File: src/hdl/indent_dedent_token_generator_defines.svh
// Assertion macros for the indentation token generator.
// Needs clk and arst_n in the scope of use; no other dependencies.
`ifndef INDENT_DEDENT_TOKEN_GENERATOR_DEFINES_SVH
`define INDENT_DEDENT_TOKEN_GENERATOR_DEFINES_SVH

// same-cycle implication
`define IDTG_ASSERT_NOW(label, ante, cons, msg) \
	label: assert property (@(posedge clk) disable iff (!arst_n) (ante) |-> (cons)) \
		else $error(msg);

// next-cycle implication
`define IDTG_ASSERT_NEXT(label, ante, cons, msg) \
	label: assert property (@(posedge clk) disable iff (!arst_n) (ante) |=> (cons)) \
		else $error(msg);

`endif

File: src/hdl/idtg_pkg.sv
// Shared types and token codes for the indentation token generator.
// No dependencies.
package idtg_pkg;

	localparam int IN_LEN_W = 16;
	localparam int TOK_W    = 2;

	localparam logic [TOK_W-1:0] TOK_NONE    = 2'd0;
	localparam logic [TOK_W-1:0] TOK_NEWLINE = 2'd1;
	localparam logic [TOK_W-1:0] TOK_INDENT  = 2'd2;
	localparam logic [TOK_W-1:0] TOK_DEDENT  = 2'd3;

	typedef struct packed {
		logic line_end;
		logic dot;
		logic w_nl;
		logic w_in;
		logic w_de;
		logic w_lit;
	} req_t;

	typedef struct packed {
		logic push;
		logic pop;
	} stack_cmd_t;

	typedef struct packed {
		logic full;
		logic multi;
	} stack_stat_t;

	typedef struct packed {
		logic [TOK_W-1:0] kind;
		logic             ovf;
	} result_t;

endpackage

File: src/hdl/idtg_stack.sv
// Indentation stack: cached top, one-write one-read memory, registered read of the entry below.
// Depends on idtg_pkg and the defines header.
`include "indent_dedent_token_generator_defines.svh"
module idtg_stack #(
	parameter int STACK_DEPTH = 32,
	parameter int INDENT_BITS = 16
) (
	input  logic                    clk,
	input  logic                    arst_n,
	input  idtg_pkg::stack_cmd_t    cmd,
	input  logic [INDENT_BITS-1:0]  wdata,
	output idtg_pkg::stack_stat_t   stat,
	output logic [INDENT_BITS-1:0]  top,
	output logic [INDENT_BITS-1:0]  below
);
	import idtg_pkg::*;

	localparam int CW = $clog2(STACK_DEPTH + 1);
	localparam int AW = (STACK_DEPTH > 1) ? $clog2(STACK_DEPTH) : 1;

	logic [INDENT_BITS-1:0] mem [STACK_DEPTH];
	logic [CW-1:0]          count_q;
	logic [CW-1:0]          count_d;
	logic [INDENT_BITS-1:0] top_q;
	logic [INDENT_BITS-1:0] rd_q;
	logic                   rd_zero_q;
	logic [CW-1:0]          raddr_w;

	assign stat.full  = (count_q == CW'(STACK_DEPTH));
	assign stat.multi = (count_q > CW'(1));
	assign top        = top_q;
	assign below      = rd_zero_q ? '0 : rd_q;

	always_comb begin
		count_d = count_q;
		if (cmd.push && !stat.full) begin
			count_d = count_q + CW'(1);
		end else if (cmd.pop && stat.multi) begin
			count_d = count_q - CW'(1);
		end
		raddr_w = (count_d > CW'(1)) ? (count_d - CW'(2)) : '0;
	end

	always_ff @(posedge clk or negedge arst_n) begin
		if (!arst_n) begin
			count_q   <= CW'(1);
			top_q     <= '0;
			rd_zero_q <= 1'b1;
		end else begin
			count_q   <= count_d;
			// entry below is the base level while two or fewer entries are held
			rd_zero_q <= (count_d < CW'(3));
			if (cmd.push && !stat.full) begin
				top_q <= wdata;
			end else if (cmd.pop && stat.multi) begin
				top_q <= below;
			end
		end
	end

	always_ff @(posedge clk) begin
		if (cmd.push && !stat.full) begin
			mem[count_q[AW-1:0]] <= wdata;
		end
		rd_q <= mem[raddr_w[AW-1:0]];
	end

	`IDTG_ASSERT_NOW(a_no_push_full, cmd.push, !stat.full, "push into full stack")
	`IDTG_ASSERT_NEXT(a_push_top, cmd.push && !stat.full, top_q == $past(wdata), "push lost")
	`IDTG_ASSERT_NEXT(a_base_pop, cmd.pop && !stat.multi, $stable(top_q) && $stable(count_q), "base popped")

endmodule

File: src/hdl/idtg_ctrl.sv
// Token decision for one item and the pending dedent width.
// Depends on idtg_pkg; reads the stack top and the entry below it.
module idtg_ctrl #(
	parameter int INDENT_BITS = 16
) (
	input  logic                            clk,
	input  logic                            arst_n,
	input  logic                            adv,
	input  idtg_pkg::req_t                  req,
	input  logic [idtg_pkg::IN_LEN_W-1:0]   len_raw,
	input  idtg_pkg::stack_stat_t           stat,
	input  logic [INDENT_BITS-1:0]          top,
	input  logic [INDENT_BITS-1:0]          below,
	output idtg_pkg::stack_cmd_t            cmd,
	output logic [INDENT_BITS-1:0]          len,
	output idtg_pkg::result_t               res
);
	import idtg_pkg::*;

	localparam logic [IN_LEN_W:0] IMAX = (IN_LEN_W+1)'((1 << INDENT_BITS) - 1);

	logic [INDENT_BITS-1:0] pend_w_q;
	logic                   pend_v_q;
	logic                   pend_set;
	logic                   pend_clr;
	logic [INDENT_BITS-1:0] new_top;

	assign len     = ({1'b0, len_raw} > IMAX) ? '1 : len_raw[INDENT_BITS-1:0];
	assign new_top = stat.multi ? below : top;

	always_comb begin
		res.kind = TOK_NONE;
		res.ovf  = 1'b0;
		cmd      = '0;
		pend_set = 1'b0;
		pend_clr = 1'b0;
		if (pend_v_q && req.w_de && pend_w_q < top) begin
			cmd.pop  = 1'b1;
			res.kind = TOK_DEDENT;
		end else begin
			pend_clr = pend_v_q;
			priority if (req.w_lit && !req.w_nl && !req.w_in && !req.w_de) begin
				res.kind = TOK_NONE;
			end else if (!req.line_end) begin
				res.kind = TOK_NONE;
			end else if (req.dot && len == top && !req.w_in) begin
				res.kind = TOK_NONE;
			end else if (req.w_in && len > top) begin
				res.kind = TOK_INDENT;
				if (stat.full) begin
					res.ovf = 1'b1;
				end else begin
					cmd.push = 1'b1;
				end
			end else if (req.w_de && len < top) begin
				res.kind = TOK_DEDENT;
				cmd.pop  = 1'b1;
				pend_set = (len < new_top);
			end else if (req.w_nl) begin
				res.kind = TOK_NEWLINE;
				pend_set = (len != top);
			end else begin
				res.kind = TOK_NONE;
			end
		end
	end

	always_ff @(posedge clk or negedge arst_n) begin
		if (!arst_n) begin
			pend_v_q <= 1'b0;
			pend_w_q <= '0;
		end else if (adv) begin
			if (pend_set) begin
				pend_v_q <= 1'b1;
				pend_w_q <= len;
			end else if (pend_clr) begin
				pend_v_q <= 1'b0;
			end
		end
	end

endmodule

File: src/hdl/idtg_outbuf.sv
// Result register with one skid entry.
// Depends on idtg_pkg and the defines header.
`include "indent_dedent_token_generator_defines.svh"
module idtg_outbuf (
	input  logic                clk,
	input  logic                arst_n,
	input  logic                push,
	input  idtg_pkg::result_t   din,
	output logic                full,
	output logic                out_valid,
	input  logic                out_stall,
	output idtg_pkg::result_t   dout
);
	import idtg_pkg::*;

	logic    out_v_q;
	logic    skid_v_q;
	result_t out_q;
	result_t skid_q;
	logic    drain;

	assign drain     = out_v_q && !out_stall;
	assign full      = skid_v_q;
	assign out_valid = out_v_q;
	assign dout      = out_q;

	always_ff @(posedge clk or negedge arst_n) begin
		if (!arst_n) begin
			out_v_q  <= 1'b0;
			skid_v_q <= 1'b0;
		end else if (skid_v_q) begin
			if (drain) begin
				skid_v_q <= 1'b0;
			end
		end else if (push) begin
			if (!out_v_q || drain) begin
				out_v_q <= 1'b1;
			end else begin
				skid_v_q <= 1'b1;
			end
		end else if (drain) begin
			out_v_q <= 1'b0;
		end
	end

	always_ff @(posedge clk) begin
		if (skid_v_q) begin
			if (drain) begin
				out_q <= skid_q;
			end
		end else if (push) begin
			if (!out_v_q || drain) begin
				out_q <= din;
			end else begin
				skid_q <= din;
			end
		end
	end

	`IDTG_ASSERT_NOW(a_skid_implies_out, skid_v_q, out_v_q, "skid holds data with empty output")
	`IDTG_ASSERT_NEXT(a_skid_drains, skid_v_q && drain, out_v_q && !skid_v_q, "skid not moved")
	`IDTG_ASSERT_NEXT(a_skid_fill, push && out_v_q && !drain && !skid_v_q, skid_v_q, "transfer lost")

endmodule

File: src/hdl/indent_dedent_token_generator.sv
// Result path: an accepted item passes the input register, then the result register.
// Throughput: one item per cycle while item_stall is low (result skid entry not full); set
// by one compare against the cached stack top and a one-write one-read stack memory whose
// registered read holds the entry below the top.
// Reset (arst_n low, asynchronous): stack holds only the base level 0, no pending dedent,
// all channels empty. No clearing pass; memory entries are read only after they are written.
module indent_dedent_token_generator #(
	parameter int STACK_DEPTH = 32,
	parameter int INDENT_BITS = 16
) (
	input  logic                          clk,
	input  logic                          arst_n,
	input  logic                          item_valid,
	output logic                          item_stall,
	input  logic                          line_end_seen,
	input  logic [idtg_pkg::IN_LEN_W-1:0] next_indent,
	input  logic                          starts_with_dot,
	input  logic                          want_newline,
	input  logic                          want_indent,
	input  logic                          want_dedent,
	input  logic                          want_literal,
	output logic                          result_valid,
	input  logic                          result_stall,
	output logic [idtg_pkg::TOK_W-1:0]    token_kind,
	output logic                          stack_overflow
);
	import idtg_pkg::*;

	logic                   v_s1;
	req_t                   req_s1;
	logic [IN_LEN_W-1:0]    len_s1;
	logic                   adv;
	logic                   buf_full;
	stack_cmd_t             cmd;
	stack_stat_t            stat;
	logic [INDENT_BITS-1:0] top;
	logic [INDENT_BITS-1:0] below;
	logic [INDENT_BITS-1:0] len_sat;
	result_t                res;
	result_t                res_out;

	assign adv        = v_s1 && !buf_full;
	assign item_stall = v_s1 && buf_full;

	always_ff @(posedge clk or negedge arst_n) begin
		if (!arst_n) begin
			v_s1 <= 1'b0;
		end else if (item_valid && !item_stall) begin
			v_s1 <= 1'b1;
		end else if (adv) begin
			v_s1 <= 1'b0;
		end
	end

	always_ff @(posedge clk) begin
		if (item_valid && !item_stall) begin
			req_s1.line_end <= line_end_seen;
			req_s1.dot      <= starts_with_dot;
			req_s1.w_nl     <= want_newline;
			req_s1.w_in     <= want_indent;
			req_s1.w_de     <= want_dedent;
			req_s1.w_lit    <= want_literal;
			len_s1          <= next_indent;
		end
	end

	idtg_ctrl #(
		.INDENT_BITS(INDENT_BITS)
	) u_ctrl (
		.clk(clk),
		.arst_n(arst_n),
		.adv(adv),
		.req(req_s1),
		.len_raw(len_s1),
		.stat(stat),
		.top(top),
		.below(below),
		.cmd(cmd),
		.len(len_sat),
		.res(res)
	);

	stack_cmd_t cmd_gated;
	assign cmd_gated.push = cmd.push && adv;
	assign cmd_gated.pop  = cmd.pop && adv;

	idtg_stack #(
		.STACK_DEPTH(STACK_DEPTH),
		.INDENT_BITS(INDENT_BITS)
	) u_stack (
		.clk(clk),
		.arst_n(arst_n),
		.cmd(cmd_gated),
		.wdata(len_sat),
		.stat(stat),
		.top(top),
		.below(below)
	);

	idtg_outbuf u_outbuf (
		.clk(clk),
		.arst_n(arst_n),
		.push(adv),
		.din(res),
		.full(buf_full),
		.out_valid(result_valid),
		.out_stall(result_stall),
		.dout(res_out)
	);

	assign token_kind     = res_out.kind;
	assign stack_overflow = res_out.ovf;

endmodule

File: config.mk
export PLATFORM = sky130hd
export DESIGN_NAME = indent_dedent_token_generator
export DESIGN_NICKNAME = d
export VERILOG_FILES = /design/src/hdl/idtg_pkg.sv /design/src/hdl/idtg_stack.sv /design/src/hdl/idtg_ctrl.sv /design/src/hdl/idtg_outbuf.sv /design/src/hdl/indent_dedent_token_generator.sv
export VERILOG_INCLUDE_DIRS = /design/src /design/src/hdl
export SDC_FILE = /design/constraint.sdc
export NUM_CORES = 1
export LEC_CHECK = 0
export ABC_AREA = 0
export BUFFER_PORTS_ARGS = -buffer_cell sky130_fd_sc_hd__buf_2
export CAP_MARGIN = 10
export CELL_PAD_IN_SITES_DETAIL_PLACEMENT = 0
export CELL_PAD_IN_SITES_GLOBAL_PLACEMENT = 1
export CORE_ASPECT_RATIO = 0.5
export CORE_MARGIN = 5
export CORE_UTILIZATION = 55
export DETAILED_ROUTE_END_ITERATION = 10
export HOLD_SLACK_MARGIN = 0.08
export PLACE_DENSITY = 0.86
export SLEW_MARGIN = 30
export SYNTH_ARGS = -nofsm -noshare
export SYNTH_HDL_FRONTEND = slang
export SYNTH_SLANG_ARGS = --single-unit
File: constraint.sdc
create_clock -name clk -period 6.8 [get_ports clk]
set_input_delay 1.7 -clock clk [delete_from_list [all_inputs] [get_ports clk]]
set_output_delay 1.7 -clock clk [all_outputs]
set_load 0.005 [all_outputs]
==> results of run 1 <==
-- power breakdown --
| part | total (W) | internal (W) | switching [W] |
|---|---|---|---|
| logic | 0.00677 | 0.00228 | 0.00449 |
| clock network | 0.00293 | 0.00162 | 0.00132 |
| registers | 0.00467 | 0.00438 | 0.000288 |
| total | 0.0144 | 0.00828 | 0.00609 |
-- worst paths after layout --
kind,from,to,slack [ns],depth (start not counted)
worst max-delay path,len_s1[11],u_stack.rd_q[1],0.47,16
worst min register to register,u_ctrl.pend_v_q,u_ctrl.pend_v_q,0.51,2
max in group asynchronous,arst_n,u_ctrl.pend_w_q[14],5.16,2
worst max register to register,len_s1[11],u_stack.rd_q[1],0.47,16
min in group asynchronous,arst_n,u_ctrl.pend_w_q[9],1.22,2
worst min-delay path,u_ctrl.pend_v_q,u_ctrl.pend_v_q,0.51,2
-- kinds of logic after synthesis --
family | Yosys count | share of synthesized area (%)
and+or+nand+nor | 559 | 10.0
DFF | 599 | 69.1
muxes | 104 | 4.55
adders and majority gates | 51 | 2.50
buffers and inverters | 149 | 2.70
AOI/OAI and AO/OA | 403 | 11.1
-- stage by stage --
| stage | utilization (%) | worst slack [ns] | total power, W |
|---|---|---|---|
| 2_1_floorplan | - | 2.57 | 0.00898 |
| 3_3_place_gp | 58.5 | 0.889 | 0.0112 |
| 3_5_place_dp | 58.6 | 0.822 | 0.0113 |
| 4_1_cts | 62.3 | 0.753 | 0.0142 |
| 5_1_grt | 62.3 | 0.168 | 0.0150 |
| 6_report | 62.3 | 0.469 | 0.0144 |
-- layout make-up --
class                      instances  area share [%]
antenna                            1         0.00882
timing repair buffer             111            2.92
sequential                       599            62.1
clock buffer                      77            5.31
inverter                          39           0.534
multi-input combinational       1117            25.7
tap                              627            2.77
clock inverter                    21           0.662
-- state kept, by name (all words and copies together) (netlist names), 6 cells and up --
register,flops
u_stack.top,16
u_stack.mem,512
u_ctrl.pend_w_q,16
req_s1,6
u_stack.count_q,6
u_stack.rd_q,16
len_s1,16
-- layout by cell type (no fill, tap or decap), drive strengths merged, types with 7 or more instances in the layout --
cell / count
a211o: 8
a211oi: 13
a21oi: 117
a221o: 10
a221oi: 17
a22o: 9
a2bb2oi: 9
a311oi: 7
a31oi: 46
a32oi: 7
and3: 16
buf: 111
clkbuf: 77
clkinv: 16
dfrtp: 41
dfxtp: 16
edfxtp: 540
ha: 51
inv: 40
mux2: 35
mux2i: 63
nand2: 290
nand2b: 8
nand3: 52
nand4: 13
nor2: 76
nor2b: 8
nor3: 46
nor3b: 28
o211ai: 26
o21ai: 61
o21ba: 9
o221a: 9
o31ai: 15
-- per-layer routing --
layer | GRT usage, % | part of all wire, %
met5 | 0 | 0.040
met1 | 39.1 | 41
met2 | 40.3 | 44
met4 | 7.03 | 2.7
met3 | 6.74 | 12
-- worst max-delay path: cells and delay by family (launching register included) --
kind	cells	cell delay (ns)
compound gates	7	3.55
fa+ha+maj	1	0.35
buf+inv	3	0.89
flops	1	0.33
mux	1	0.10
simple gates	4	0.95
==> summary.md, run 1 <==
| Metric | Value |
|---|---|
| Status | complete, no violations |
| Initial Util | a little under three fifths |
| Clock skew | 0.0355 ns |
| Setup Viol. Count Final | 0 |
| Fin crit share | 93.1% |
| Syn Nets | between 1,500 and 2,000 |
| Global-route wire length before repair | roughly 100,000 um |
| Sequential area share after synthesis | around 70% |
| Post-Layout Inst Area | approximately 28,000 um2 |
| Mapped cell area | 25,500 um2 |
| Synth cell count leaders | edfxtp_1 (540), nand2_1 (289), a21oi_1 (114) |
| Worst path max stage delay | around 0.8 ns |
| Final GP Congestion | just under 0.9 |
| Post-Layout Cell Count | 2,592 |
| IO Port Bufs | 30 |
| Maximum number of pins on one net before global-route repair | 54 |
| Largest area contributor in the netlist | edfxtp_1 |
| CTS HTree Levels | 2 |
| Hold WS | between 0.5 and 0.6 ns |
| Wire per inst | between 20 and 30 um |
| Count of TritonRoute iterations in the first routing pass | 6 |
| TritonCTS clock tree | yes |
| Post-CTS resize count | 0 |
| Worst path slowest cell | o31ai_4 |
| Fin. max-slew vios | 0 |
| Post-layout min period | approximately 6.3 ns |
| Clock Pin Slew Worst Setup and Hold Paths | approximately 0.07 ns |
| Filler cells | 3,381 |
| Fmax | 158 MHz |
| Clock sinks | about 600 |
| Final ANT Viol Nets | 0 |
| Vias in the first global route | 15,900 |
| Drt via density | about 6.3 |
| Clock Latency Late Sink | roughly 0.6 ns |
| Multi-input gate area | approximately 7300 um2 |
| PwrDens | between 500 and 600 nW/um2 |
| FP Rows | 55 |
| Top_reg_cell synth | edfxtp_1 |
| RSZ-0062 raised after global routing | false |
| Yosys reg bits | about 600 |
| Count leader, synth | edfxtp_1 |
| Iter 0 DRT Violations | 2,196 |
| Critical-path cell list | buf_4, ha_1, nand4_1, nor2_1, a21oi_1, nand4_2, a21oi_2, a32o_1, or2_1, inv_4, o31ai_4, buf_4, mux2i_1, a221o_1, o21ai_1, a2bb2oi_1 |
| Most frequent CP cell | buf_4 |
| DRC violations left | 0 |
| DRT Wirelength | just under 70,000 um |
| Layout cell share with drive strength beyond 1 | between 10% and 20% |
| Clock root cell | clkbuf_16 |
| Hold_buf cts | 0 |
| Die width | between 300 and 400 um |
| Via count | between 15,000 and 20,000 |
| Final count of hold timing violations | 0 |
| Static leakage | between 9 and 10 nW |
| P&R area growth vs syn | 11.2% |
| Post-synth EDFFs | between 500 and 600 |
| Top cell type's share of synthesized area | between 60% and 70% |
| Slew margin rel. | roughly 32% |
| Placed cell count | roughly 2,500 |
| Total grt overflow | 0 |
| Ys async rst share | approximately 7.2% |
| Min-Delay Path Class | flip-flop to flip-flop |
| Max clock buf depth | 3 |
| Largest cells by area after synthesis | edfxtp_1 (64%), nand2_1 (4.3%), dfrtp_1 (4.0%) |
| Die area | about 51,000 um2 |
| Max Cap Viol | 0 |
| Antenna violations before repair | 5 |
| Crit path max fanout | 36 |
| Post-synthesis instance total | roughly 1,900 |
| Total GRT Usage | 26.6% |
| Synth unique cells | 84 |
| IO Pins | 31 |
| Hpwl dp | 41,600 um |
| Crit path DAT | ~6.8 ns |
| Slew @ Worst Pin | 1.01 ns |
| Synth warnings | 0 |
| Avg Inst Size Synth | 13.7 um2 |
| Sequential cell area | around 18,000 um2 |
| Setup_tns | 0 ns |
| Die span in y | approximately 160 um |
| Critical Path RT | approximately 7.2 ns |
| DP Area | roughly 27,000 um2 |
| Postcts setup bufs | 0 |
| Crit start category | flip-flop |
| CP endpoint kind | flip-flop |
| Core ar. | approximately 45,000 um2 |
| Fin nets | 1,997 |
| CTS Buf Count | between 50 and 60 |
| Crit Path Category | flip-flop to flip-flop |
| VDD IR max | 0.000342 V |
Power figures use the tool's default switching activity.
==> inputs of run 2 (changes only) <==
--- a/config.mk
+++ b/config.mk
@@ -14,8 +14,8 @@
 export CORE_ASPECT_RATIO = 0.5
 export CORE_MARGIN = 5
 export CORE_UTILIZATION = 55
+export CTS_BUF_LIST = sky130_fd_sc_hd__clkbuf_8
 export DETAILED_ROUTE_END_ITERATION = 10
-export HOLD_SLACK_MARGIN = 0.08
 export PLACE_DENSITY = 0.86
 export SLEW_MARGIN = 30
 export SYNTH_ARGS = -nofsm -noshare
==> constraint.sdc (replaced) <==
create_clock -name clk -period 6.9 [get_ports clk]
set_input_delay 1.725 -clock clk [delete_from_list [all_inputs] [get_ports clk]]
set_output_delay 1.725 -clock clk [all_outputs]
set_load 0.005 [all_outputs]
==> run 2 against run 1 <==
Against the previous run:
- sequential power is 1% lower
- routed wire length is 1.9% higher
- largest cell class unchanged
- critical path type unchanged
- fmax is 10% higher
- worst setup slack better by 0.70 ns
- die area stayed put
- via count is 1.5% higher
- flip-flop and latch count stayed put
- critical endpoint is now u_stack.rd_q[4]
- clock power is 5% lower
==> summary.md, run 2 (synthesis results as in run 1) <==
| Metric | Value |
|---|---|
| Worst path max stage delay | 0.77 ns (was 0.80 ns) |
| Drt via density | 6.29 (was 6.31) |
| Core ar. | 45,500 um2 (unchanged) |
| Max Cap Viol | 0 (unchanged) |
| Iter 0 DRT Violations | 2,465 (was 2,196) |
| P&R area growth vs syn | 10.9% (was 11.2%) |
| Final GP Congestion | 0.915 (was 0.892) |
| Ant diodes | 0 (was 1) |
| DR top layer | met5 (unchanged) |
| Met1 wire length | 27,600 um (was 27,700 um) |
| Sequential cell area | 17,600 um2 (unchanged) |
| PwrDens | 494 nW/um2 (was 507 nW/um2) |
| Min-Delay Path Class | flip-flop to flip-flop (unchanged) |
| Clock Latency Late Sink | 0.67 ns (was 0.61 ns) |
| Commonest non-fill, non-tap cells in the layout | edfxtp_1 (540), nand2_1 (289), a21oi_1 (113) (unchanged) |
| Hpwl dp | 42,200 um (was 41,600 um) |
| DP Area | 26,600 um2 (about the same) |
| FP Rows | 55 (unchanged) |
| Fin crit share | 83.1% (was 93.1%) |
| Static leakage | 9.89 nW (was 9.79 nW) |
| Routed wl met3 | 9200 um (was 8150 um) |
| Hold path depth | 1 (was 2) |
| Worst R2R End | u_stack.rd_q[4] (was u_stack.rd_q[1]) |
| Clock Pin Slew Worst Setup and Hold Paths | 0.06 ns (was 0.07 ns) |
| Worst Path Buf+Inv | 3 (unchanged) |
| Post-Layout Inst Area | 28,300 um2 (was 28,400 um2) |
| Final worst slack | 1.17 ns (was 0.469 ns) |
| Fin. max-slew vios | 0 (unchanged) |
| Filler cells | 3,402 (was 3,381) |
| Fin nets | 2,025 (was 1,997) |
| IO Pins | 31 (unchanged) |
| Setup Viol. Count Final | 0 (unchanged) |
| CP endpoint kind | flip-flop (unchanged) |
| Crit start category | flip-flop (unchanged) |
| Met2 Wirelength | 30,400 um (was 30,100 um) |
| Slew margin rel. | 34.3% (was 32.4%) |
| Post-layout min period | 5.73 ns (was 6.33 ns) |
| R2R depth | 16 (unchanged) |
| DRC violations left | 0 (unchanged) |
| Critical Path RT | 7.47 ns (was 7.24 ns) |
| Crit path DAT | 6.30 ns (was 6.77 ns) |
| Total grt overflow | 0 (unchanged) |
| Setup_tns | 0 ns (unchanged) |
| Hold Startpoint | u_ctrl.pend_w_q[0] (was u_ctrl.pend_v_q) |
| TritonCTS clock tree | yes (unchanged) |
| Worst path slowest cell | o31ai_4 (unchanged) |
| Max FFs per register | 512 (unchanged) |
| FF-to-FF setup slack | 1.17 ns (was 0.47 ns) |
| Critical-path cell list | inv_1, ha_1, a21oi_1, o21ai_1, a211o_1, or3_1, a21oi_2, a32o_1, or2_1, inv_4, o31ai_4, buf_4, nand2_1, a31oi_1, nand3_1, a2bb2oi_1 (was buf_4, ha_1, nand4_1, nor2_1, a21oi_1, nand4_2, a21oi_2, a32o_1, or2_1, inv_4, o31ai_4, buf_4, mux2i_1, a221o_1, o21ai_1, a2bb2oi_1) |
| Multi-input gate area | 7290 um2 (about the same) |
| DRT Wirelength | 69,200 um (was 67,800 um) |
| Count of TritonRoute iterations in the first routing pass | 8 (was 6) |
| Postcts setup bufs | 0 (unchanged) |
| Slew @ Worst Pin | 0.986 ns (was 1.01 ns) |
| Wire per inst | 26.2 um (about the same) |
| Clock root cell | clkbuf_8 (was clkbuf_16) |
| Die area | 51,000 um2 (unchanged) |
| Clock skew | 0.0338 ns (was 0.0355 ns) |
| Fmax | 174 MHz (was 158 MHz) |
| Worst reg2reg startpoint | u_stack.top[7] (was len_s1[11]) |
| Initial Util | 56.1% (unchanged) |
| Pre-CTS setup slack | 1.32 ns (was 0.822 ns) |
| Layout cell share with drive strength beyond 1 | 15.7% (was 14.8%) |
| Min-Delay Endpoint | u_ctrl.pend_w_q[0] (was u_ctrl.pend_v_q) |
| Die span in y | 162 um (unchanged) |
| Crit path max fanout | 33 (was 36) |
| Max clock buf depth | 3 (unchanged) |
| Most common cell after layout, fill and taps aside | edfxtp_1 (unchanged) |
| VDD IR max | 0.000403 V (was 0.000342 V) |
| RSZ-0062 raised after global routing | false (unchanged) |
| Hold_buf cts | 0 (unchanged) |
| CTS Buf Count | 83 (was 52) |
| Maximum number of pins on one net before global-route repair | 68 (was 54) |
| Via count | 16,600 (was 16,300) |
| Global-route wire length before repair | 102,000 um (about the same) |
| Clock sinks | 599 (unchanged) |
| IO Port Bufs | 30 (unchanged) |
| CP delay by family, top | compound AO/OA/AOI/OAI gates (unchanged) |
| Status | complete, no violations (unchanged) |
| Post-CTS resize count | 0 (unchanged) |
| Final ANT Viol Nets | 0 (unchanged) |
| Final count of hold timing violations | 0 (unchanged) |
| Antenna violations before repair | 8 (was 5) |
| Die width | 315 um (unchanged) |
| CTS HTree Levels | 3 (was 2) |
| Vias in the first global route | 16,000 (was 15,900) |
| Crit Path Category | flip-flop to flip-flop (unchanged) |
| Total GRT Usage | 27.0% (was 26.6%) |
-- run 2: changes by cell type in the layout (fill, tap and decap cells not counted), sizes merged --
| cell | previous run | this run |
|---|---|---|
| bufinv | 2 | 6 |
| clkinvlp | 2 | 3 |
| inv | 40 | 73 |
| clkbuf | 77 | 90 |
| clkinv | 16 | 15 |
| buf | 111 | 108 |
| diode | 1 | 0 |
-- run 2: worst max-delay path by stage --
| stage | start | endpoint | slack [ns] | depth (start not counted) |
|---|---|---|---|---|
| finish | u_stack.top[7] | u_stack.rd_q[4] | 1.17 | 16 |
| CTS | u_stack.top[7] | u_stack.rd_q[4] | 1.24 | 16 |
| global route | len_s1[5] | u_stack.rd_q[4] | 0.90 | 16 |
| global placement | u_stack.top[7] | u_stack.rd_q[6] | 1.42 | 16 |
| floorplan | len_s1[1] | u_stack.rd_q[2] | 2.67 | 15 |
| detailed placement | u_stack.top[7] | u_stack.rd_q[4] | 1.32 | 16 |
-- run 2: cell type report --
class / instances / area share (%)
Clock inverter: 58 / 1.49
Clock buffer: 90 / 4.38
Tap cell: 627 / 2.78
Multi-Input combinational cell: 1117 / 25.8
Timing Repair Buffer: 108 / 2.70
Inverter: 39 / 0.536
Sequential cell: 599 / 62.3
-- run 2: layer usage --
| metal | global-route usage [%] | up-vias |
|---|---|---|
| met4 | 7.80 | 6 |
| met2 | 40.7 | 980 |
| met3 | 9.83 | 148 |
| met1 | 37.4 | 8180 |
| met5 | 0 | - |
| li1 | - | 7282 |
-- run 2: through the flow --
| stage | hold slack (ns) | cells | total power, W | util, % |
|---|---|---|---|---|
| floorplan | 0.446 | 1865 | 0.00885 | - |
| global placement | 0.462 | 2490 | 0.0110 | 58.4 |
| detailed placement | 0.489 | 2490 | 0.0111 | 58.5 |
| CTS | 0.504 | 2638 | 0.0139 | 62.1 |
| global route | 0.527 | 2638 | 0.0146 | 62.1 |
| finish | 0.502 | 2638 | 0.0140 | 62.1 |
-- run 2: where the power goes --
group | switching (W) | internal (W)
Sequential | 0.000285 | 0.00432
Clock | 0.00135 | 0.00144
Combinational | 0.00438 | 0.00220
